$ cat config.mk
export PLATFORM = sky130hd
export DESIGN_NAME = gregorian_date_counter_core_flat
export DESIGN_NICKNAME = d
export VERILOG_FILES = /design/src/rtl/gdc_pkg.sv /design/src/rtl/gdc_if.sv /design/src/rtl/gdc_alu.sv /design/src/rtl/gregorian_date_counter_core.sv /design/src/flat_wrapper.sv
export SDC_FILE = /design/constraint.sdc
export NUM_CORES = 1
export LEC_CHECK = 0
export BUFFER_PORTS_ARGS = -buffer_cell sky130_fd_sc_hd__buf_2
export CELL_PAD_IN_SITES_DETAIL_PLACEMENT = 1
export CELL_PAD_IN_SITES_GLOBAL_PLACEMENT = 2
export CORE_MARGIN = 2
export CORE_UTILIZATION = 42
export CTS_BUF_LIST = sky130_fd_sc_hd__clkbuf_8
export DETAILED_ROUTE_END_ITERATION = 6
export PLACE_DENSITY_LB_ADDON = 0.08
export SYNTH_ARGS = -nofsm -noshare
export SYNTH_HDL_FRONTEND = slang
export SYNTH_SLANG_ARGS = --single-unit
$ cat constraint.sdc
create_clock -name clk -period 17.49 [get_ports clk]
set_input_delay 0.8745 -clock clk [delete_from_list [all_inputs] [get_ports clk]]
set_output_delay 0.8745 -clock clk [all_outputs]
set_load 0.05 [all_outputs]
$ cat src/rtl/gdc_pkg.sv
// Shared types, constants and calendar helpers for the Gregorian date counter.
package gdc_pkg;

    localparam int DAY_W   = 5;
    localparam int MONTH_W = 4;
    localparam int YEAR_W  = 14;
    localparam int CNT_W   = 16;
    localparam int DIFF_W  = 23;
    localparam int NUM_W   = 23;   // day number from 1.1.0
    localparam int YY_W    = 15;   // working year, holds one past the top year
    localparam int REM_W   = 9;    // day within a year
    localparam int ACC_W   = 25;   // signed accumulator
    localparam int OPA_W   = 23;
    localparam int OPB_W   = 16;
    localparam int PROD_W  = OPA_W + OPB_W;

    localparam int MONTHS = 12;
    localparam logic [MONTH_W-1:0] MONTH_LAST = MONTH_W'(MONTHS);
    localparam logic [MONTH_W-1:0] MONTH_JAN  = 4'd1;
    localparam logic [MONTH_W-1:0] MONTH_FEB  = 4'd2;
    localparam logic [DAY_W-1:0]   LEAP_FEB_DAYS = 5'd29;

    localparam logic [DAY_W-1:0] MONTH_LEN [MONTHS] =
        '{5'd31, 5'd28, 5'd31, 5'd30, 5'd31, 5'd30, 5'd31, 5'd31, 5'd30, 5'd31, 5'd30, 5'd31};
    // days before the first of each month, common year
    localparam logic [REM_W-1:0] CUM_DAYS [MONTHS] =
        '{9'd0, 9'd31, 9'd59, 9'd90, 9'd120, 9'd151, 9'd181, 9'd212, 9'd243, 9'd273,
          9'd304, 9'd334};

    // y divisible by 25 iff y * inv(25) mod 2^16 <= (2^16 - 1) / 25
    localparam logic [15:0] INV25       = 16'd23593;
    localparam logic [15:0] DIV25_LIMIT = 16'd2621;

    // x / 100 == (x * 5243) >> 19 for x below 43699
    localparam logic [OPB_W-1:0] RECIP100  = 16'd5243;
    localparam int               DIV100_SH = 19;
    // year estimate: n * 400 / 146097 ~ (n * 45934) >> 24
    localparam logic [OPB_W-1:0] EST_K  = 16'd45934;
    localparam int               EST_SH = 24;
    localparam logic [OPB_W-1:0] DAYS_PER_YEAR = 16'd365;
    localparam logic [OPB_W-1:0] UNIT          = 16'd1;

    localparam logic [DAY_W-1:0]   RESET_DAY   = 5'd1;
    localparam logic [MONTH_W-1:0] RESET_MONTH = 4'd1;
    localparam logic [YEAR_W-1:0]  RESET_YEAR  = 14'd2000;
    localparam logic [NUM_W-1:0]   RESET_DAYNUM = 23'd730485;

    localparam logic signed [ACC_W-1:0] DIFF_MAX = 25'sd4194303;
    localparam logic signed [ACC_W-1:0] DIFF_MIN = -25'sd4194304;

    typedef enum logic [1:0] {
        FUNC_LOAD = 2'd0,
        FUNC_ADD  = 2'd1,
        FUNC_SUB  = 2'd2,
        FUNC_CMP  = 2'd3
    } func_t;

    localparam logic [1:0] ORDER_EQ      = 2'd0;
    localparam logic [1:0] ORDER_EARLIER = 2'd1;
    localparam logic [1:0] ORDER_LATER   = 2'd2;

    typedef enum logic [1:0] {
        SH_NONE   = 2'd0,
        SH_DIV100 = 2'd1,
        SH_EST    = 2'd2
    } shift_t;

    typedef struct packed {
        logic              en;
        logic              clr;
        logic              sub;
        logic [OPA_W-1:0]  a;
        logic [OPB_W-1:0]  b;
        shift_t            sh;
    } alu_ctrl_t;

    function automatic logic is_leap(input logic [YY_W-1:0] y);
        logic [31:0] p;
        logic        div25;
        p     = 32'(y) * 32'(INV25);
        div25 = (p[15:0] <= DIV25_LIMIT);
        return (y[1:0] == 2'b00) && (!div25 || (y[3:0] == 4'b0000));
    endfunction

    function automatic logic [DAY_W-1:0] days_in(input logic [MONTH_W-1:0] m, input logic lp);
        logic [DAY_W-1:0] r;
        r = '0;
        if (m >= MONTH_JAN && m <= MONTH_LAST)
        begin
            r = MONTH_LEN[m - MONTH_JAN];
        end
        if (m == MONTH_FEB && lp)
        begin
            r = LEAP_FEB_DAYS;
        end
        return r;
    endfunction

    function automatic logic [REM_W-1:0] cum_days(input logic [MONTH_W-1:0] m, input logic lp);
        logic [REM_W-1:0] r;
        r = '0;
        if (m >= MONTH_JAN && m <= MONTH_LAST)
        begin
            r = CUM_DAYS[m - MONTH_JAN];
        end
        if (lp && m > MONTH_FEB)
        begin
            r = r + 9'd1;
        end
        return r;
    endfunction

endpackage

$ cat src/rtl/gdc_if.sv
// Request and response channel interfaces of the date counter.
interface gdc_req_if;
    import gdc_pkg::*;
    logic                valid;
    logic                ready;
    func_t               func;
    logic [DAY_W-1:0]    in_day;
    logic [MONTH_W-1:0]  in_month;
    logic [YEAR_W-1:0]   in_year;
    logic [CNT_W-1:0]    day_count;

    modport source (output valid, func, in_day, in_month, in_year, day_count, input ready);
    modport sink   (input valid, func, in_day, in_month, in_year, day_count, output ready);
endinterface

interface gdc_rsp_if;
    import gdc_pkg::*;
    logic                      valid;
    logic                      ready;
    logic [DAY_W-1:0]          cur_day;
    logic [MONTH_W-1:0]        cur_month;
    logic [YEAR_W-1:0]         cur_year;
    logic [1:0]                order;
    logic signed [DIFF_W-1:0]  day_diff;
    logic                      range_error;

    modport source (output valid, cur_day, cur_month, cur_year, order, day_diff, range_error,
                    input ready);
    modport sink   (input valid, cur_day, cur_month, cur_year, order, day_diff, range_error,
                    output ready);
endinterface

$ cat src/rtl/gdc_alu.sv
// Shared multiply-accumulate unit: acc <= (clr ? 0 : acc) +/- ((a * b) >> sh).
module gdc_alu (
    input  logic                          clk,
    input  gdc_pkg::alu_ctrl_t            ctrl,
    output logic signed [gdc_pkg::ACC_W-1:0] acc
);
    import gdc_pkg::*;

    logic [PROD_W-1:0]       prod;
    logic [PROD_W-1:0]       shifted;
    logic signed [ACC_W-1:0] term;
    logic signed [ACC_W-1:0] base;
    logic signed [ACC_W-1:0] acc_next;
    logic signed [ACC_W-1:0] acc_reg;

    always_comb
    begin
        prod = PROD_W'(ctrl.a) * PROD_W'(ctrl.b);
        unique case (ctrl.sh)
            SH_NONE:   shifted = prod;
            SH_DIV100: shifted = prod >> DIV100_SH;
            SH_EST:    shifted = prod >> EST_SH;
            default:   shifted = prod;
        endcase
        term     = $signed({1'b0, shifted[ACC_W-2:0]});
        base     = ctrl.clr ? '0 : acc_reg;
        acc_next = ctrl.sub ? (base - term) : (base + term);
    end

    always_ff @(posedge clk)
    begin
        if (ctrl.en)
        begin
            acc_reg <= acc_next;
        end
    end

    assign acc = acc_reg;

endmodule

$ cat src/rtl/gregorian_date_counter_core.sv
// Top level of the Gregorian date counter: sequencer, stored date and result register.
//
// Usage
//   req channel: one request carries func (load, add days, subtract days, compare),
//   a date (in_day, in_month, in_year) and day_count. rsp channel: one response per
//   request with the stored date after the operation, order and day_diff for compare,
//   and range_error for an invalid date or a move out of 1.1.0 .. 31.12.MAX_YEAR.
//   A request is taken only while the sequencer is idle; req.ready is low meanwhile.
// Sequence
//   Add and subtract run a year search that evaluates the start-of-year day number
//   in 5 passes through the shared multiply-accumulate unit plus a check step, two
//   or three times; the month walk then steps through the months one at a time.
//   Range errors finish early.
// Reset
//   rst_n clears the sequencer and the response valid, and sets the date to 1.1.2000.
// Stall
//   A finished response waits in the output register. The next request may be taken
//   and worked on; its response waits in the last step until rsp.ready frees the slot.
module gregorian_date_counter_core #(
    parameter int MAX_YEAR = 9999
) (
    input  logic       clk,
    input  logic       rst_n,
    gdc_req_if.sink    req,
    gdc_rsp_if.source  rsp
);
    import gdc_pkg::*;

    localparam logic [YEAR_W-1:0] MAX_YEAR_W = YEAR_W'(MAX_YEAR);
    // day number of 1.1.(MAX_YEAR + 1)
    localparam int YEAR_END_INT = 365 * (MAX_YEAR + 1) + (MAX_YEAR + 4) / 4
                                  - (MAX_YEAR + 100) / 100 + (MAX_YEAR + 400) / 400;
    localparam logic signed [ACC_W-1:0] YEAR_END = ACC_W'(YEAR_END_INT);

    typedef enum logic [19:0] {
        S_IDLE  = 20'h00001,
        S_LEAP  = 20'h00002,
        S_DISP  = 20'h00004,
        S_BASE  = 20'h00008,
        S_Y365  = 20'h00010,
        S_Q4    = 20'h00020,
        S_Q100  = 20'h00040,
        S_Q400  = 20'h00080,
        S_MD    = 20'h00100,
        S_LOAD  = 20'h00200,
        S_CMP   = 20'h00400,
        S_MOVE  = 20'h00800,
        S_RANGE = 20'h01000,
        S_EST   = 20'h02000,
        S_ESTLD = 20'h04000,
        S_YCHK  = 20'h08000,
        S_NCHK  = 20'h10000,
        S_WLEAP = 20'h20000,
        S_WALK  = 20'h40000,
        S_FIN   = 20'h80000
    } state_t;

    // what the current accumulate pass computes
    typedef enum logic [2:0] {
        M_LOAD = 3'd0,   // day number of the given date
        M_CMP  = 3'd1,   // given minus stored day number
        M_MOVE = 3'd2,   // stored day number +/- count
        M_YCUR = 3'd3,   // n - start of year yy
        M_YNXT = 3'd4    // n - start of year yy + 1
    } mode_t;

    state_t state_reg, state_next;
    mode_t  mode_reg, mode_next;

    func_t               func_reg;
    logic [DAY_W-1:0]    d_reg;
    logic [MONTH_W-1:0]  m_reg;
    logic [YEAR_W-1:0]   y_reg;
    logic [CNT_W-1:0]    cnt_reg;
    logic                leap_reg;
    logic [NUM_W-1:0]    n_reg;
    logic [YY_W-1:0]     yy_reg;
    logic [REM_W-1:0]    rem_reg;
    logic [MONTH_W-1:0]  mm_reg;

    logic [DAY_W-1:0]    cur_day_reg;
    logic [MONTH_W-1:0]  cur_month_reg;
    logic [YEAR_W-1:0]   cur_year_reg;
    logic [NUM_W-1:0]    cur_num_reg;

    logic                     err_reg;
    logic [1:0]               order_reg;
    logic [DIFF_W-1:0]        diff_reg;

    logic                     out_valid_reg;
    logic [DAY_W-1:0]         out_day_reg;
    logic [MONTH_W-1:0]       out_month_reg;
    logic [YEAR_W-1:0]        out_year_reg;
    logic [1:0]               out_order_reg;
    logic [DIFF_W-1:0]        out_diff_reg;
    logic                     out_err_reg;

    alu_ctrl_t               alu_ctrl;
    logic signed [ACC_W-1:0] acc;

    logic [YY_W-1:0]   year_op;
    logic              neg;
    logic [YY_W-1:0]   leap_src;
    logic              leap_now;
    logic              date_ok;
    logic [DAY_W-1:0]  dim_walk;
    logic              walk_step;
    logic              acc_neg;
    logic              out_free;
    logic              req_fire;

    gdc_alu u_alu (
        .clk  (clk),
        .ctrl (alu_ctrl),
        .acc  (acc)
    );

    assign req.ready = (state_reg == S_IDLE);
    assign req_fire  = req.valid && req.ready;
    assign out_free  = !out_valid_reg || rsp.ready;
    assign acc_neg   = acc[ACC_W-1];

    always_comb
    begin
        unique case (mode_reg)
            M_YCUR:  year_op = yy_reg;
            M_YNXT:  year_op = yy_reg + 15'd1;
            default: year_op = {1'b0, y_reg};
        endcase
        neg       = (mode_reg == M_YCUR) || (mode_reg == M_YNXT);
        leap_src  = (state_reg == S_WLEAP) ? yy_reg : {1'b0, y_reg};
        leap_now  = is_leap(leap_src);
        date_ok   = (y_reg <= MAX_YEAR_W) && (m_reg >= MONTH_JAN) && (m_reg <= MONTH_LAST)
                    && (d_reg != '0) && (d_reg <= days_in(m_reg, leap_reg));
        dim_walk  = days_in(mm_reg, leap_reg);
        walk_step = (mm_reg < MONTH_LAST) && (acc[REM_W-1:0] >= {4'b0, dim_walk});
    end

    // sequencer and shared unit control
    always_comb
    begin
        state_next   = state_reg;
        mode_next    = mode_reg;
        alu_ctrl.en  = 1'b0;
        alu_ctrl.clr = 1'b0;
        alu_ctrl.sub = 1'b0;
        alu_ctrl.a   = '0;
        alu_ctrl.b   = UNIT;
        alu_ctrl.sh  = SH_NONE;

        unique case (state_reg)
            S_IDLE:
            begin
                if (req_fire)
                begin
                    state_next = S_LEAP;
                end
            end
            S_LEAP:
            begin
                state_next = S_DISP;
            end
            S_DISP:
            begin
                unique case (func_reg)
                    FUNC_LOAD:
                    begin
                        mode_next  = M_LOAD;
                        state_next = date_ok ? S_BASE : S_FIN;
                    end
                    FUNC_CMP:
                    begin
                        mode_next  = M_CMP;
                        state_next = date_ok ? S_BASE : S_FIN;
                    end
                    default:
                    begin
                        mode_next  = M_MOVE;
                        state_next = S_BASE;
                    end
                endcase
            end
            S_BASE:
            begin
                alu_ctrl.en  = 1'b1;
                alu_ctrl.clr = 1'b1;
                unique case (mode_reg)
                    M_LOAD:  alu_ctrl.a = '0;
                    M_CMP:
                    begin
                        alu_ctrl.a   = cur_num_reg;
                        alu_ctrl.sub = 1'b1;
                    end
                    M_MOVE:  alu_ctrl.a = cur_num_reg;
                    default: alu_ctrl.a = n_reg;
                endcase
                state_next = (mode_reg == M_MOVE) ? S_MOVE : S_Y365;
            end
            S_Y365:
            begin
                alu_ctrl.en  = 1'b1;
                alu_ctrl.sub = neg;
                alu_ctrl.a   = OPA_W'(year_op);
                alu_ctrl.b   = DAYS_PER_YEAR;
                state_next   = S_Q4;
            end
            S_Q4:
            begin
                alu_ctrl.en  = 1'b1;
                alu_ctrl.sub = neg;
                alu_ctrl.a   = OPA_W'((year_op + 15'd3) >> 2);
                state_next   = S_Q100;
            end
            S_Q100:
            begin
                alu_ctrl.en  = 1'b1;
                alu_ctrl.sub = !neg;
                alu_ctrl.a   = OPA_W'(year_op + 15'd99);
                alu_ctrl.b   = RECIP100;
                alu_ctrl.sh  = SH_DIV100;
                state_next   = S_Q400;
            end
            S_Q400:
            begin
                alu_ctrl.en  = 1'b1;
                alu_ctrl.sub = neg;
                alu_ctrl.a   = OPA_W'((year_op + 15'd399) >> 2);
                alu_ctrl.b   = RECIP100;
                alu_ctrl.sh  = SH_DIV100;
                unique case (mode_reg)
                    M_YCUR:  state_next = S_YCHK;
                    M_YNXT:  state_next = S_NCHK;
                    default: state_next = S_MD;
                endcase
            end
            S_MD:
            begin
                alu_ctrl.en = 1'b1;
                alu_ctrl.a  = OPA_W'(cum_days(m_reg, leap_reg) + REM_W'(d_reg) - 9'd1);
                state_next  = (mode_reg == M_LOAD) ? S_LOAD : S_CMP;
            end
            S_LOAD:
            begin
                state_next = S_FIN;
            end
            S_CMP:
            begin
                state_next = S_FIN;
            end
            S_MOVE:
            begin
                alu_ctrl.en  = 1'b1;
                alu_ctrl.sub = (func_reg == FUNC_SUB);
                alu_ctrl.a   = OPA_W'(cnt_reg);
                state_next   = S_RANGE;
            end
            S_RANGE:
            begin
                state_next = (acc_neg || acc >= YEAR_END) ? S_FIN : S_EST;
            end
            S_EST:
            begin
                alu_ctrl.en  = 1'b1;
                alu_ctrl.clr = 1'b1;
                alu_ctrl.a   = n_reg;
                alu_ctrl.b   = EST_K;
                alu_ctrl.sh  = SH_EST;
                state_next   = S_ESTLD;
            end
            S_ESTLD:
            begin
                mode_next  = M_YCUR;
                state_next = S_BASE;
            end
            S_YCHK:
            begin
                // estimate too high: step down, else try the following year
                if (!acc_neg)
                begin
                    mode_next = M_YNXT;
                end
                state_next = S_BASE;
            end
            S_NCHK:
            begin
                state_next = acc_neg ? S_WLEAP : S_BASE;
            end
            S_WLEAP:
            begin
                alu_ctrl.en  = 1'b1;
                alu_ctrl.clr = 1'b1;
                alu_ctrl.a   = OPA_W'(rem_reg);
                state_next   = S_WALK;
            end
            S_WALK:
            begin
                if (walk_step)
                begin
                    alu_ctrl.en  = 1'b1;
                    alu_ctrl.sub = 1'b1;
                    alu_ctrl.a   = OPA_W'(dim_walk);
                end
                else
                begin
                    state_next = S_FIN;
                end
            end
            S_FIN:
            begin
                if (out_free)
                begin
                    state_next = S_IDLE;
                end
            end
            default:
            begin
                state_next = S_IDLE;
            end
        endcase
    end

    // control state and the stored date
    always_ff @(posedge clk or negedge rst_n)
    begin
        if (!rst_n)
        begin
            state_reg     <= S_IDLE;
            mode_reg      <= M_LOAD;
            out_valid_reg <= 1'b0;
            cur_day_reg   <= RESET_DAY;
            cur_month_reg <= RESET_MONTH;
            cur_year_reg  <= RESET_YEAR;
            cur_num_reg   <= RESET_DAYNUM;
        end
        else
        begin
            state_reg <= state_next;
            mode_reg  <= mode_next;
            if (state_reg == S_FIN && out_free)
            begin
                out_valid_reg <= 1'b1;
            end
            else if (rsp.ready)
            begin
                out_valid_reg <= 1'b0;
            end
            if (state_reg == S_LOAD)
            begin
                cur_day_reg   <= d_reg;
                cur_month_reg <= m_reg;
                cur_year_reg  <= y_reg;
                cur_num_reg   <= acc[NUM_W-1:0];
            end
            else if (state_reg == S_WALK && !walk_step)
            begin
                cur_day_reg   <= acc[DAY_W-1:0] + 5'd1;
                cur_month_reg <= mm_reg;
                cur_year_reg  <= yy_reg[YEAR_W-1:0];
                cur_num_reg   <= n_reg;
            end
        end
    end

    // working registers and response payload
    always_ff @(posedge clk)
    begin
        if (req_fire)
        begin
            func_reg  <= req.func;
            d_reg     <= req.in_day;
            m_reg     <= req.in_month;
            y_reg     <= req.in_year;
            cnt_reg   <= req.day_count;
            err_reg   <= 1'b0;
            order_reg <= ORDER_EQ;
            diff_reg  <= '0;
        end
        if (state_reg == S_LEAP || state_reg == S_WLEAP)
        begin
            leap_reg <= leap_now;
        end
        if (state_reg == S_WLEAP)
        begin
            mm_reg <= MONTH_JAN;
        end
        if (state_reg == S_WALK && walk_step)
        begin
            mm_reg <= mm_reg + 4'd1;
        end
        if (state_reg == S_DISP && (func_reg == FUNC_LOAD || func_reg == FUNC_CMP) && !date_ok)
        begin
            err_reg <= 1'b1;
        end
        if (state_reg == S_RANGE)
        begin
            if (acc_neg || acc >= YEAR_END)
            begin
                err_reg <= 1'b1;
            end
            n_reg <= acc[NUM_W-1:0];
        end
        if (state_reg == S_ESTLD)
        begin
            yy_reg <= acc[YY_W-1:0];
        end
        if (state_reg == S_YCHK)
        begin
            if (acc_neg)
            begin
                yy_reg <= yy_reg - 15'd1;
            end
            else
            begin
                rem_reg <= acc[REM_W-1:0];
            end
        end
        if (state_reg == S_NCHK && !acc_neg)
        begin
            yy_reg  <= yy_reg + 15'd1;
            rem_reg <= acc[REM_W-1:0];
        end
        if (state_reg == S_CMP)
        begin
            if (acc > DIFF_MAX)
            begin
                diff_reg <= DIFF_MAX[DIFF_W-1:0];
            end
            else if (acc < DIFF_MIN)
            begin
                diff_reg <= DIFF_MIN[DIFF_W-1:0];
            end
            else
            begin
                diff_reg <= acc[DIFF_W-1:0];
            end
            if (acc_neg)
            begin
                order_reg <= ORDER_LATER;
            end
            else if (acc != '0)
            begin
                order_reg <= ORDER_EARLIER;
            end
        end
        if (state_reg == S_FIN && out_free)
        begin
            out_day_reg   <= cur_day_reg;
            out_month_reg <= cur_month_reg;
            out_year_reg  <= cur_year_reg;
            out_order_reg <= order_reg;
            out_diff_reg  <= diff_reg;
            out_err_reg   <= err_reg;
        end
    end

    assign rsp.valid       = out_valid_reg;
    assign rsp.cur_day     = out_day_reg;
    assign rsp.cur_month   = out_month_reg;
    assign rsp.cur_year    = out_year_reg;
    assign rsp.order       = out_order_reg;
    assign rsp.day_diff    = $signed(out_diff_reg);
    assign rsp.range_error = out_err_reg;

`ifndef SYNTHESIS
    // the stored month is always a real month
    a_month_valid: assert property (@(posedge clk) disable iff (!rst_n)
        (cur_month_reg >= MONTH_JAN) && (cur_month_reg <= MONTH_LAST))
        else $error("stored month out of range");

    // a response only appears out of the final step
    a_rsp_from_fin: assert property (@(posedge clk) disable iff (!rst_n)
        $rose(out_valid_reg) |-> $past(state_reg == S_FIN))
        else $error("response raised outside the final step");

    // an error response never carries an ordering
    a_err_no_order: assert property (@(posedge clk) disable iff (!rst_n)
        rsp.valid |-> !(rsp.range_error && (rsp.order != ORDER_EQ)))
        else $error("error response with nonzero order");

    // the stored day number moves only on a load or at the end of a month walk
    a_date_update: assert property (@(posedge clk) disable iff (!rst_n)
        !$stable(cur_num_reg) |-> $past(state_reg == S_LOAD || state_reg == S_WALK))
        else $error("stored date changed outside an update step");
`endif

endmodule

$ cat src/flat_wrapper.sv
// flat-port wrapper written by rule: the top's interface ports become plain ports
module gregorian_date_counter_core_flat import gdc_pkg::*;
#(
    parameter int MAX_YEAR = 9999
)
  (clk, rst_n, req_valid, req_func, req_in_day, req_in_month, req_in_year, req_day_count, req_ready, rsp_valid, rsp_cur_day, rsp_cur_month, rsp_cur_year, rsp_order, rsp_day_diff, rsp_range_error, rsp_ready);
  gdc_req_if req_i ();
  gdc_rsp_if rsp_i ();
  input  logic clk;
  input  logic rst_n;
  input wire logic [$bits(req_i.valid)-1:0] req_valid;
  input wire logic [$bits(req_i.func)-1:0] req_func;
  input wire logic [$bits(req_i.in_day)-1:0] req_in_day;
  input wire logic [$bits(req_i.in_month)-1:0] req_in_month;
  input wire logic [$bits(req_i.in_year)-1:0] req_in_year;
  input wire logic [$bits(req_i.day_count)-1:0] req_day_count;
  output wire logic [$bits(req_i.ready)-1:0] req_ready;
  output wire logic [$bits(rsp_i.valid)-1:0] rsp_valid;
  output wire logic [$bits(rsp_i.cur_day)-1:0] rsp_cur_day;
  output wire logic [$bits(rsp_i.cur_month)-1:0] rsp_cur_month;
  output wire logic [$bits(rsp_i.cur_year)-1:0] rsp_cur_year;
  output wire logic [$bits(rsp_i.order)-1:0] rsp_order;
  output wire logic [$bits(rsp_i.day_diff)-1:0] rsp_day_diff;
  output wire logic [$bits(rsp_i.range_error)-1:0] rsp_range_error;
  input wire logic [$bits(rsp_i.ready)-1:0] rsp_ready;
  assign req_i.valid = req_valid;
  assign req_i.func = req_func;
  assign req_i.in_day = req_in_day;
  assign req_i.in_month = req_in_month;
  assign req_i.in_year = req_in_year;
  assign req_i.day_count = req_day_count;
  assign req_ready = req_i.ready;
  assign rsp_valid = rsp_i.valid;
  assign rsp_cur_day = rsp_i.cur_day;
  assign rsp_cur_month = rsp_i.cur_month;
  assign rsp_cur_year = rsp_i.cur_year;
  assign rsp_order = rsp_i.order;
  assign rsp_day_diff = rsp_i.day_diff;
  assign rsp_range_error = rsp_i.range_error;
  assign rsp_i.ready = rsp_ready;
  gregorian_date_counter_core #(.MAX_YEAR(MAX_YEAR)) u_core (.clk(clk), .rst_n(rst_n), .req(req_i), .rsp(rsp_i));
endmodule
# Yosys cells after proc, flatten, opt, wreduce, memory -nomap -nowiden
# Memory sizes are Yosys's and may differ from the RTL's.
# Index checks and enable logic that the tools add are counted.
dict set report op_classes {
  n_addsub 14
  multipliers 2
  n_div 0
  order_cmp 15
  eq_ne 35
  n_shift 0
  mux 74
  bitwise_logic 2
  reduce_logical 53
}
# cell n
set op_table {}
lappend op_table {{one-hot mux 20 bit (18 select lines)} 1}
lappend op_table {{one-hot mux 23 bit (10 select lines)} 1}
lappend op_table {{2-to-1 mux 23 bit} 6}
lappend op_table {{2-to-1 mux 20 bit} 6}
lappend op_table {{2-to-1 mux 9 bit} 9}
lappend op_table {{2-to-1 mux 15 bit} 5}
lappend op_table {{2-to-1 mux 25 bit} 2}
lappend op_table {{2-to-1 mux 5 bit} 10}
lappend op_table {{one-hot mux 16 bit (3 select lines)} 1}
lappend op_table {{one-hot mux 24 bit (2 select lines)} 1}
lappend op_table {{one-hot mux 23 bit (2 select lines)} 1}
lappend op_table {{multiplier 23 x 16 -> 39 bit} 1}
lappend op_table {{one-hot mux 17 bit (2 select lines)} 1}
lappend op_table {{one-hot mux 15 bit (2 select lines)} 1}
lappend op_table {{2-to-1 mux 14 bit} 2}
lappend op_table {{adder 25 bit} 1}
lappend op_table {{greater-or-equal comparator 25 x 23 -> 1 bit (second input constant)} 1}
lappend op_table {{> comparator 25 x 23 -> 1 bit (second input constant)} 1}
lappend op_table {{< comparator 25 x 23 -> 1 bit (second input constant)} 1}
lappend op_table {{nonzero test 25 bit} 1}
lappend op_table {{subtractor 25 bit} 1}
lappend op_table {{2-to-1 mux 24 bit} 1}
lappend op_table {{subtractor 23 x 1 -> 23 bit (second input constant)} 1}
lappend op_table {{equality test 20 x 1 -> 1 bit (second input constant)} 1}
lappend op_table {{73 further kinds} 138}
dict set report totals {
  ff_bits 263
  latch_bits 0
  ramBits 0
  mem_bits_ro 304
  in_bits 45
  out_inout_bits 51
  word_cells 225
  mem_count 3
}
# name words width rd rd_clocked_by_memory_dff wr line
set memory_table {}
lappend memory_table {{(name not given)} 16 9 1 0 0 gdc_pkg.sv:104} ;# r = CUM_DAYS[m - MONTH_JAN];
lappend memory_table {{(name not given)} 16 5 1 0 0 gdc_pkg.sv:90} ;# r = MONTH_LEN[m - MONTH_JAN];
lappend memory_table {{(name not given)} 16 5 1 0 0 gdc_pkg.sv:90}

# Logic depth before layout (Yosys ltp)
# Gate-level depths: netlist of the first run.
dict set report depth {
  ltp_word 17
  depth_mapped 62
  depth_no_buf 57
}

# Cells and area by module
# Synthesis of the first run repeated with hierarchy kept, for this count alone.
dict set report unflattened {
  hier_cells 3308
  area_unflattened_um2 30638.1
}
# mod instances cells_each area_each_um2 seq_area_each_um2
set modules_own_cells {}
lappend modules_own_cells {gdc_alu 1 1830 15537.4 750.7}
lappend modules_own_cells {gregorian_date_counter_core 1 1478 15100.7 6641.4}

# Worst setup path before layout of the first run
# No wires, ideal clock.
dict set report synth_timing {
  path_kind {reg-to-reg}
  start {register u_core.m_reg[0]}
  end {register u_core.u_alu.acc_reg[24], in the netlist u_core.u_alu.acc[24] (data pin)}
  setup_ns 0.268
  arrival_ns 13.744
  required_time_ns 17.222
  setup_slack_ns 3.478
  stages_incl_launch_ff 59
  n_path_buf 6
  synth_period_minus_slack_ns 14.012
  cell_sequence {edfxtp_1 buf_2 inv_1 ha_1 buf_2 or3b_1 a21boi_0 o211a_1 a21boi_0 ha_1 nand2_1 nand2_1 ha_1 a21o_1 a21o_1 a21o_1 a21oi_1 nand3_1 (+23 left out) a221oi_1 nand3_1 a211oi_1 nand4_1 nor4_2 a21oi_1 xnor2_1 ha_1 a21o_1 a21oi_1 nor2b_1 nor2_1 nor4b_1 nor3_1 a2111oi_0 o21ai_0 a21oi_1 xnor3_1}
}
dict set report synth_via {
  elab_chain_cells 17
  elab_cells_between_ends 23
  cone_classes {6 x add/sub; 1 x mul; 3 x order compare; 9 x mux; 1 x bitwise; 2 x reduce/logical; 1 x memory}
}
# item line
set synth_rtl {}
lappend synth_rtl {{start: declaration} gregorian_date_counter_core.sv:72} ;# logic [MONTH_W-1:0] m_reg;
lappend synth_rtl {{start signal: assignment} gregorian_date_counter_core.sv:371} ;# m_reg <= req.in_month;
lappend synth_rtl {{subtractor 4 x 1 -> 4 bit} gdc_pkg.sv:104}
lappend synth_rtl {{inverter 4 -> 5 bit (implied by the code)} gdc_pkg.sv:104}
lappend synth_rtl {{memory read (16 x 9 bit)} -}
lappend synth_rtl {{2-to-1 mux 9 bit (implied by the code) (2 in series)} gdc_pkg.sv:104}
lappend synth_rtl {{2-to-1 mux 9 bit} gdc_pkg.sv:102} ;# if (m >= MONTH_JAN && m <= MONTH_LAST)
lappend synth_rtl {{2-to-1 mux 9 bit} gregorian_date_counter_core.sv:151} ;# unique case (state_reg)
lappend synth_rtl {{adder 9 x 1 -> 9 bit} gdc_pkg.sv:108} ;# r = r + 9'd1;
lappend synth_rtl {{2-to-1 mux 9 bit (*)} gdc_pkg.sv:106} ;# if (lp && m > MONTH_FEB)
lappend synth_rtl {{2-to-1 mux 9 bit (*)} gregorian_date_counter_core.sv:151}
lappend synth_rtl {{adder 9 x 5 -> 10 bit (*)} gregorian_date_counter_core.sv:239} ;# alu_ctrl.a = OPA_W'(cum_days(m_reg, leap_reg) + REM_W'(d_reg) - 9'd1);
lappend synth_rtl {{subtractor 23 x 1 -> 23 bit (*)} gregorian_date_counter_core.sv:239}
lappend synth_rtl {{one-hot mux 23 bit (10 select lines) (*)} gregorian_date_counter_core.sv:151}
lappend synth_rtl {{multiplier 23 x 16 -> 39 bit (*)} gdc_alu.sv:18} ;# prod = PROD_W'(ctrl.a) * PROD_W'(ctrl.b);
lappend synth_rtl {{one-hot mux 24 bit (2 select lines) (*)} gdc_alu.sv:19} ;# unique case (ctrl.sh)
lappend synth_rtl {{adder 25 bit or subtractor 25 bit (tied branches)} gdc_alu.sv:27} ;# acc_next = ctrl.sub ? (base - term) : (base + term);
lappend synth_rtl {{2-to-1 mux 25 bit (*)} gdc_alu.sv:27}
lappend synth_rtl {{via u_core.u_alu.acc_next[24]} gdc_alu.sv:13} ;# logic signed [ACC_W-1:0] acc_next;
lappend synth_rtl {{end signal: assignment} gdc_alu.sv:34} ;# acc_reg <= acc_next;
lappend synth_rtl {{end: declaration} gdc_alu.sv:14} ;# logic signed [ACC_W-1:0] acc_reg;
# The timed path passes the listed nets; every way through them passes the cells marked *. The select of a mux whose other input is x is not followed.
# A chain may end at the register's enable or synchronous reset.

# Worst setup path after layout of the first run
# Ends and elaborated chain as after synthesis.

==> results of run 1 <==
-- cells by family after synthesis --
kind of cell | after synthesis | synth area share [%]
adders and majority gates | 547 | 30.11
and+or+nand+nor | 926 | 16.14
DFF | 263 | 25.66
xor gates and xnor gates | 145 | 4.456
AOI/OAI and AO/OA | 595 | 13.77
buffers and inverters | 579 | 7.604
muxes | 63 | 2.237
other | 2 | 0.02607
-- per-stage QoR --
stage          power, mW  utilization, %  hold WS (ns)  std cells  worst slack (ns)
2_1_floorplan      1.760               -        0.4003       3132             3.478
6_report           2.667           45.62        0.2324       4103             1.102
5_1_grt            2.884           45.62        0.2291       4102            0.2588
4_1_cts            2.694           45.62        0.2185       4102             1.047
3_5_place_dp       2.139           44.39        0.4063       4022             1.128
3_3_place_gp       2.087           44.39        0.4054       4022             1.653
-- cell usage in the layout, fill, tap and decap left out, types with 27 or more instances in the layout --
| cell type | n |
|---|---|
| nand2_1 | 230 |
| nand2b_1 | 44 |
| a21o_1 | 33 |
| nor3_1 | 46 |
| fa_1 | 244 |
| buf_4 | 43 |
| inv_1 | 465 |
| and2_1 | 39 |
| or2_2 | 27 |
| dfrtp_1 | 50 |
| or3_1 | 29 |
| edfxtp_1 | 175 |
| buf_2 | 94 |
| mux2i_1 | 52 |
| xnor2_1 | 84 |
| o21ai_0 | 154 |
| nor2_1 | 254 |
| a21oi_1 | 144 |
| nand3_1 | 60 |
| clkbuf_8 | 48 |
| ha_1 | 303 |
| xor2_1 | 60 |
-- per-layer routing --
layer,GRT usage (%),vias to the layer above
met5,0,-
met4,7.319,0
met3,3.919,115
met2,44.59,509
met1,39.79,12110
li1,-,10850
-- final timing paths --
check                                                  from                                  to
max reg2reg                       u_core.m_reg[0]$_DFFE_PP_      u_core.u_alu.acc[24]$_DFFE_PP_
min in group clk           u_core.diff_reg[5]$_SDFFCE_PP0P_    u_core.rsp.day_diff[5]$_DFFE_PP_
max                               u_core.m_reg[0]$_DFFE_PP_      u_core.u_alu.acc[24]$_DFFE_PP_
min                                                   rst_n  u_core.cur_year_reg[3]$_DFFE_PN0P_
max in group asynchronous                             rst_n  u_core.cur_num_reg[14]$_DFFE_PN0P_
min reg2reg                u_core.diff_reg[5]$_SDFFCE_PP0P_    u_core.rsp.day_diff[5]$_DFFE_PP_
-- critical path, delay by kind of cell, from the launching register on --
family | cells | cell delay, ns
AO/OA/AOI/OAI | 19 | 6.47
adder cells (fa/ha/maj) | 11 | 4.85
AND/OR/NAND/NOR | 13 | 2.73
XOR/XNOR | 3 | 0.77
buffers and inverters | 5 | 0.66
flip-flops | 1 | 0.60
-- report_power, final --
part	total, mW	leakage (nW)	switching [mW]	internal, mW
clock	0.539	0.499	0.270	0.270
sequential	0.792	2.62	0.0577	0.735
combinational	1.34	11.0	0.789	0.546
-- area by class of cell --
cell class / instances / area, µm² / share of cell area (%)
repair buffers: 137 / 793.3 / 2.549
multi-input cells: 2290 / 19310 / 62.03
well taps: 882 / 1104 / 3.545
clock inverters: 32 / 178.9 / 0.5748
diodes: 1 / 2.502 / 0.008040
flip-flops and latches: 263 / 7392 / 23.75
clock buffers: 48 / 660.6 / 2.122
inverters: 450 / 1689 / 5.427
==> metrics.txt, run 1 <==
Die X roughly 270 µm; ys flop type edfxtp_1; Placeable Area 0.06823 mm²; WP data required 17.81 ns; die height 265.9 µm; R2R Setup Slk 1.10 ns; H-tree levels 2; met3 WL post-DR approximately 4700 µm; Synth top area share 18.24%; #FFs+latches synth 263; DRT met1 WL 46120 µm; Reg2Reg Depth ~50; DR WL met2 44780 µm; FMAX roughly 0.06 GHz; antenna-violating nets left 0; Post CTS Setup Buffer Count 0; Initial Util 42.23%; maxcap violations 0; peak per-stage delay on the critical path about 0.76 ns; leakage approximately 14 nW; peak supply drop 138.0 µV; design area 0.03113 mm²; Tcrit/Tclk final 93.70%; # IOs 96; GRT Total Usage approximately 28%; initial antenna violation count 5; DRC 0; Critical-path top delay cell o41ai_1; Async S/R FF share, synth a little over a quarter; Syn. warnings 0; 1st-iter DRT viols between 1500 and 2000; WL final around 100000 µm; top layer in use met4; RSZ-0062 raised after global routing no; Slew Viols, Final 0; fillers just under 8000; clock latency on the worst-skew pair around 0.60 ns; via count 23580; top cells by count, synth 447 x inv_1, 303 x ha_1, 254 x nor2_1, 244 x fa_1, 231 x nand2_1; IO buf count between 90 and 100; top cells by area, synth edfxtp_1 18%, fa_1 17%, ha_1 13%; setup violators final 0; Setup TNS 0 ns; count leader, synth inv_1; post-synthesis cell count about 3100; Fin. Hold Viols 0; Setup Skew ~0.033 ns; TritonCTS clock tree built; Post-Syn Area 0.02881 mm²; status finished, final reports clean; clk buf depth 3; first-pass GRT wire length ~150000 µm; clk slew on worst S/H paths around 0.07 ns; Largest register FFs 25; Distinct cells, synth a little over 90; Post-synth EDFFs between 150 and 200; Setup Crit Path Kind flop to flop; Cell Pwr Density between 80 and 90 mW/mm²; row count 96; largest net degree at the start of global routing 63; Area Overhead vs Synth 8.034%; CP Data Arrival Time between 15 and 20 ns; Least-Margin Pin Slew between 1 and 1.5 ns; Setup crit end kind flop; worst hold path class input port to async pin; synthesized area per cell a little over 9 µm²; die area approximately 0.071 mm²; Final Critical Period 16.39 ns; HPWL after DPL just under 80000 µm; slew margin rel. around a fifth; Via-to-Cell Ratio between 5 and 6; RD Place Congestion about 0.94; crit path max fanout 18; TritonCTS Sinks about 260; startpoint class of the critical path flop; Most common cell on crit path fa_1; total CTS buffers 43; Resize count post-CTS 0; GRT Residual Overflow 0; wire per inst approximately 24 µm; Root Buffer Master clkbuf_8; Yosys top cell by area edfxtp_1; # hold bufs at CTS 0; 1st-pass router iterations 6; post-synthesis sequential area ratio around 26%; nets 3777; DP Area 0.03028 mm²; vias in the first global route around 25000; layout cells sized above 1 a little under 9%
No activity file was read; power rests on OpenSTA's default activity.
==> run 2: changes to the inputs <==
--- a/config.mk
+++ b/config.mk
@@ -6,10 +6,9 @@
 export NUM_CORES = 1
 export LEC_CHECK = 0
 export BUFFER_PORTS_ARGS = -buffer_cell sky130_fd_sc_hd__buf_2
-export CELL_PAD_IN_SITES_DETAIL_PLACEMENT = 1
-export CELL_PAD_IN_SITES_GLOBAL_PLACEMENT = 2
+export CAP_MARGIN = 30
 export CORE_MARGIN = 2
-export CORE_UTILIZATION = 42
+export CORE_UTILIZATION = 66
 export CTS_BUF_LIST = sky130_fd_sc_hd__clkbuf_8
 export DETAILED_ROUTE_END_ITERATION = 6
 export PLACE_DENSITY_LB_ADDON = 0.08
==> metrics.txt, run 2 (same netlist as run 1, synthesis figures left out) <==
final non-filler cell total between 3000 and 4000; Initial Util about two thirds; TritonCTS Sinks 263; GRT Total Usage 39.11%; DRC 11; R2R Setup Slk ~1.3 ns; largest net degree at the start of global routing 65; H-tree levels 2; Setup crit end kind flop; Setup TNS 0 ns; WL final approximately 87000 µm; Final Power approximately 2.7 mW; vias in the first global route about 24000; row count 76; clk slew on worst S/H paths roughly 0.070 ns; Final Critical Period around 16 ns; CP Data Arrival Time approximately 17 ns; nets about 3800; HPWL after DPL just under 70000 µm; die height roughly 210 µm; layout cells sized above 1 9.037%; peak supply drop approximately 140 µV; commonest non-fill, non-tap cell in the layout inv_1; WP data required between 15 and 20 ns; status finished, violations left; clk buf depth 3; antenna-violating nets left 0; worst hold path class input port to async pin; commonest cells after routing, fill and taps aside 452 x inv_1, 303 x ha_1, 254 x nor2_1; Slew Viols, Final 0; total CTS buffers ~40; wire per inst approximately 23 µm; Fin. Hold Viols 0; # IOs 96; 1st-iter DRT viols around 2200; Area Overhead vs Synth 6.979%; clock latency on the worst-skew pair a little under 0.6 ns; failing checks DRC; Die X about 210 µm; startpoint class of the critical path flop; # hold bufs at CTS 0; Least-Margin Pin Slew between 1 and 1.5 ns; Most common cell on crit path fa_1; Resize count post-CTS 0; slew margin rel. between 20 and 30%; Root Buffer Master clkbuf_8; Critical-path top delay cell a2111oi_0; RD Place Congestion approximately 1.0; Placed Cells roughly 3700; Setup Crit Path Kind flop to flop; Setup Skew ~0.028 ns; die area 0.04534 mm²; RSZ-0062 raised after global routing no; GRT Residual Overflow 0; first-pass GRT wire length ~130000 µm; TritonCTS clock tree built; Placeable Area between 0.04 and 0.05 mm²; maxcap violations 0; crit path max fanout 18; Util after Layout 71.55%; initial antenna violation count 2; FMAX about 0.06 GHz; 1st-pass router iterations 7; CP Buf/Inv Count 4; Tcrit/Tclk final between 90 and 100%; Via-to-Cell Ratio ~6.3; setup violators final 0; via count 23970; Largest register FFs 25; Top Family by Delay on Critical Path compound AO/OA/AOI/OAI gates; Post CTS Setup Buffer Count 0; peak per-stage delay on the critical path roughly 0.8 ns; Cell Pwr Density between 80 and 90 mW/mm²; IO buf count 95; leakage 14.11 nW
==> run 2: cell type report <==
type,count,area (µm²)
multi-input cells,2290,19320
fillers,3329,12250
flip-flops and latches,263,7392
inverters,450,1689
repair buffers,130,795.8
well taps,585,732.0
clock buffers,49,674.4
clock inverters,27,219.0
diodes,1,2.502
==> run 2: final timing paths <==
kind,from,end,cells after the start
max in group asynchronous,rst_n,u_core.cur_day_reg[3]$_DFFE_PN0P_,2
hold reg to reg,u_core.diff_reg[2]$_SDFFCE_PP0P_,u_core.rsp.day_diff[2]$_DFFE_PP_,0
hold / removal,rst_n,u_core.cur_num_reg[9]$_DFFE_PN0P_,1
min in group clk,u_core.diff_reg[2]$_SDFFCE_PP0P_,u_core.rsp.day_diff[2]$_DFFE_PP_,0
setup / recovery,u_core.m_reg[0]$_DFFE_PP_,u_core.u_alu.acc[24]$_DFFE_PP_,51
setup reg to reg,u_core.m_reg[0]$_DFFE_PP_,u_core.u_alu.acc[24]$_DFFE_PP_,51
==> run 2: metal layers <==
metal | track usage, % | part of all wire (%) | vias to the layer above | wire length (µm)
met2 | 67.01 | 48 | 1229 | 41910
met5 | 0 | 0 | - | 0
met3 | 5.457 | 7.6 | 298 | 6622
met1 | 47.59 | 38 | 11610 | 32740
li1 | - | - | 10840 | -
met4 | 21.94 | 6.3 | 0 | 5433
==> run 2: stage by stage <==
| stage | hold slack [ns] | cell area [µm²] | setup WS [ns] |
|---|---|---|---|
| after detailed placement | 0.4045 | 29910 | 1.538 |
| after global routing | 0.2261 | 30820 | 0.1107 |
| after CTS | 0.1954 | 30800 | 1.533 |
| after floorplan | 0.4003 | 28860 | 3.478 |
| after global placement | 0.4035 | 29830 | 2.048 |
| final | 0.2053 | 30820 | 1.263 |
==> run 2: report_power, final <==
part / internal (mW) / switching [mW]
Sequential: 0.733 / 0.0668
Combinational: 0.542 / 0.788
Clock: 0.304 / 0.260
Total: 1.58 / 1.11
==> run 3: changes to the inputs <==
==> constraint.sdc (replaced) <==
create_clock -name clk -period 18 [get_ports clk]
set_input_delay 0.9 -clock clk [delete_from_list [all_inputs] [get_ports clk]]
set_output_delay 0.9 -clock clk [all_outputs]
set_load 0.05 [all_outputs]
==> metrics.txt, run 3 (same netlist as run 1, synthesis figures left out) <==
status finished, final reports clean; Setup TNS 0 ns; RD Place Congestion 0.9823; worst r2r dst u_core.u_alu.acc[24]$_DFFE_PP_; CP Data Arrival Time 16.60 ns; vias in the first global route approximately 24000; commonest cells after routing, fill and taps aside 455 x inv_1, 303 x ha_1, 254 x nor2_1; Initial Util 66.88%; Via-to-Cell Ratio about 6.3; nets ~3800; TritonCTS Sinks between 200 and 300; crit path max fanout 14; RSZ-0062 raised after global routing no; worst hold path class input port to async pin; Setup crit end kind flop; Root Buffer Master clkbuf_8; Cell Pwr Density about 86 mW/mm²; peak supply drop roughly 170 µV; DRC 0; H-tree levels 2; commonest non-fill, non-tap cell in the layout inv_1; antenna-violating nets left 0; Placeable Area ~0.043 mm²; WL final around 86000 µm; setup violators final 0; WP data required between 15 and 20 ns; Setup Crit Path Kind flop to flop; maxcap violations 0; Critical Path Start u_core.m_reg[0]$_DFFE_PP_; clock latency on the worst-skew pair 0.59 ns; peak per-stage delay on the critical path between 0.8 and 0.9 ns; ANT cells 0; Most common cell on crit path fa_1; # hold bufs at CTS 0; # IOs between 90 and 100; Setup Skew 0.02454 ns; clk buf depth 3; Post CTS Setup Buffer Count 0; 1st-iter DRT viols roughly 2400; leakage about 14 nW; slew margin rel. roughly 25%; Final Critical Period ~16 ns; TritonCTS clock tree built; clk slew on worst S/H paths about 0.06 ns; initial antenna violation count 0; die area between 0.04 and 0.05 mm²; RR Startpoint u_core.m_reg[0]$_DFFE_PP_; GRT Residual Overflow 0; Slew Viols, Final 0; Reg2Reg Depth 52; row count between 70 and 80; Fin. Hold Viols 0; Tcrit/Tclk final between 90% and 100%; via count around 24000; IO buf count 95; Area Overhead vs Synth 7.118%; wire per inst between 20 and 25 µm; R2R Setup Slk about 1.7 ns; Least-Margin Pin Slew 1.100 ns; layout cells sized above 1 under 10%; Critical-path top delay cell a2111oi_0; GRT Total Usage between 30% and 40%; FMAX a little over 0.06 GHz; startpoint class of the critical path flop; total CTS buffers 42; 1st-pass router iterations 6; first-pass GRT wire length around 130000 µm; Resize count post-CTS 0; HPWL after DPL slightly below 70000 µm; die height 212.9 µm; Die X between 200 and 250 µm; Largest register FFs 25; largest net degree at the start of global routing 65; Util after Layout between 70% and 80%
==> run 3: critical path: cells and delay by family, from the launching register on <==
family	cells	cell delay (ns)
AOI/OAI and AO/OA	21	5.95
adders and majority gates	11	4.77
and+or+nand+nor	13	3.49
xor gates and xnor gates	3	0.78
DFF	1	0.59
buffers and inverters	4	0.37
==> run 3: layout make-up <==
class	count	area (µm²)
fill	3328	12210
inverter	450	1689
tap	585	732.0
sequential	263	7392
timing repair buffer	133	798.3
clock buffer	49	674.4
multi-input combinational	2290	19320
clock inverter	28	259.0
==> run 3: routing by layer <==
layer  global-route usage, %  share of wire (%)
met2                   66.38                 48
met3                   5.398                8.0
met5                       0                  0
met4                   21.22                6.1
met1                   46.68                 38
==> run 3: worst max path at each step <==
stage | end | slack [ns] | depth (start not counted)
after CTS | u_core.u_alu.acc[24]$_DFFE_PP_ | 1.93 | 52
after global placement | u_core.u_alu.acc[24]$_DFFE_PP_ | 2.48 | 52
final | u_core.u_alu.acc[24]$_DFFE_PP_ | 1.72 | 52
after floorplan | u_core.u_alu.acc[24]$_DFFE_PP_ | 3.99 | 58
after detailed placement | u_core.u_alu.acc[24]$_DFFE_PP_ | 1.99 | 52
after global routing | u_core.u_alu.acc[24]$_DFFE_PP_ | 0.70 | 51
==> run 3: metrics by stage <==
step / area, µm² / power, mW / setup slack, ns / std cells / hold WS (ns)
final: 30860 / 2.664 / 1.717 / 3798 / 0.2345
after global routing: 30860 / 2.842 / 0.7023 / 3798 / 0.2414
after CTS: 30830 / 2.650 / 1.928 / 3797 / 0.2323
after detailed placement: 29900 / 2.063 / 1.989 / 3720 / 0.4045
after global placement: 29840 / 1.997 / 2.476 / 3714 / 0.4057
after floorplan: 28860 / 1.711 / 3.988 / 3132 / 0.4003
==> run 3: power by group <==
| part | switching (mW) | leakage [nW] | internal (mW) |
|---|---|---|---|
| clock network | 0.253 | 0.501 | 0.322 |
| registers | 0.0689 | 2.62 | 0.713 |
| logic | 0.777 | 11.0 | 0.530 |
| total | 1.10 | 14.1 | 1.56 |
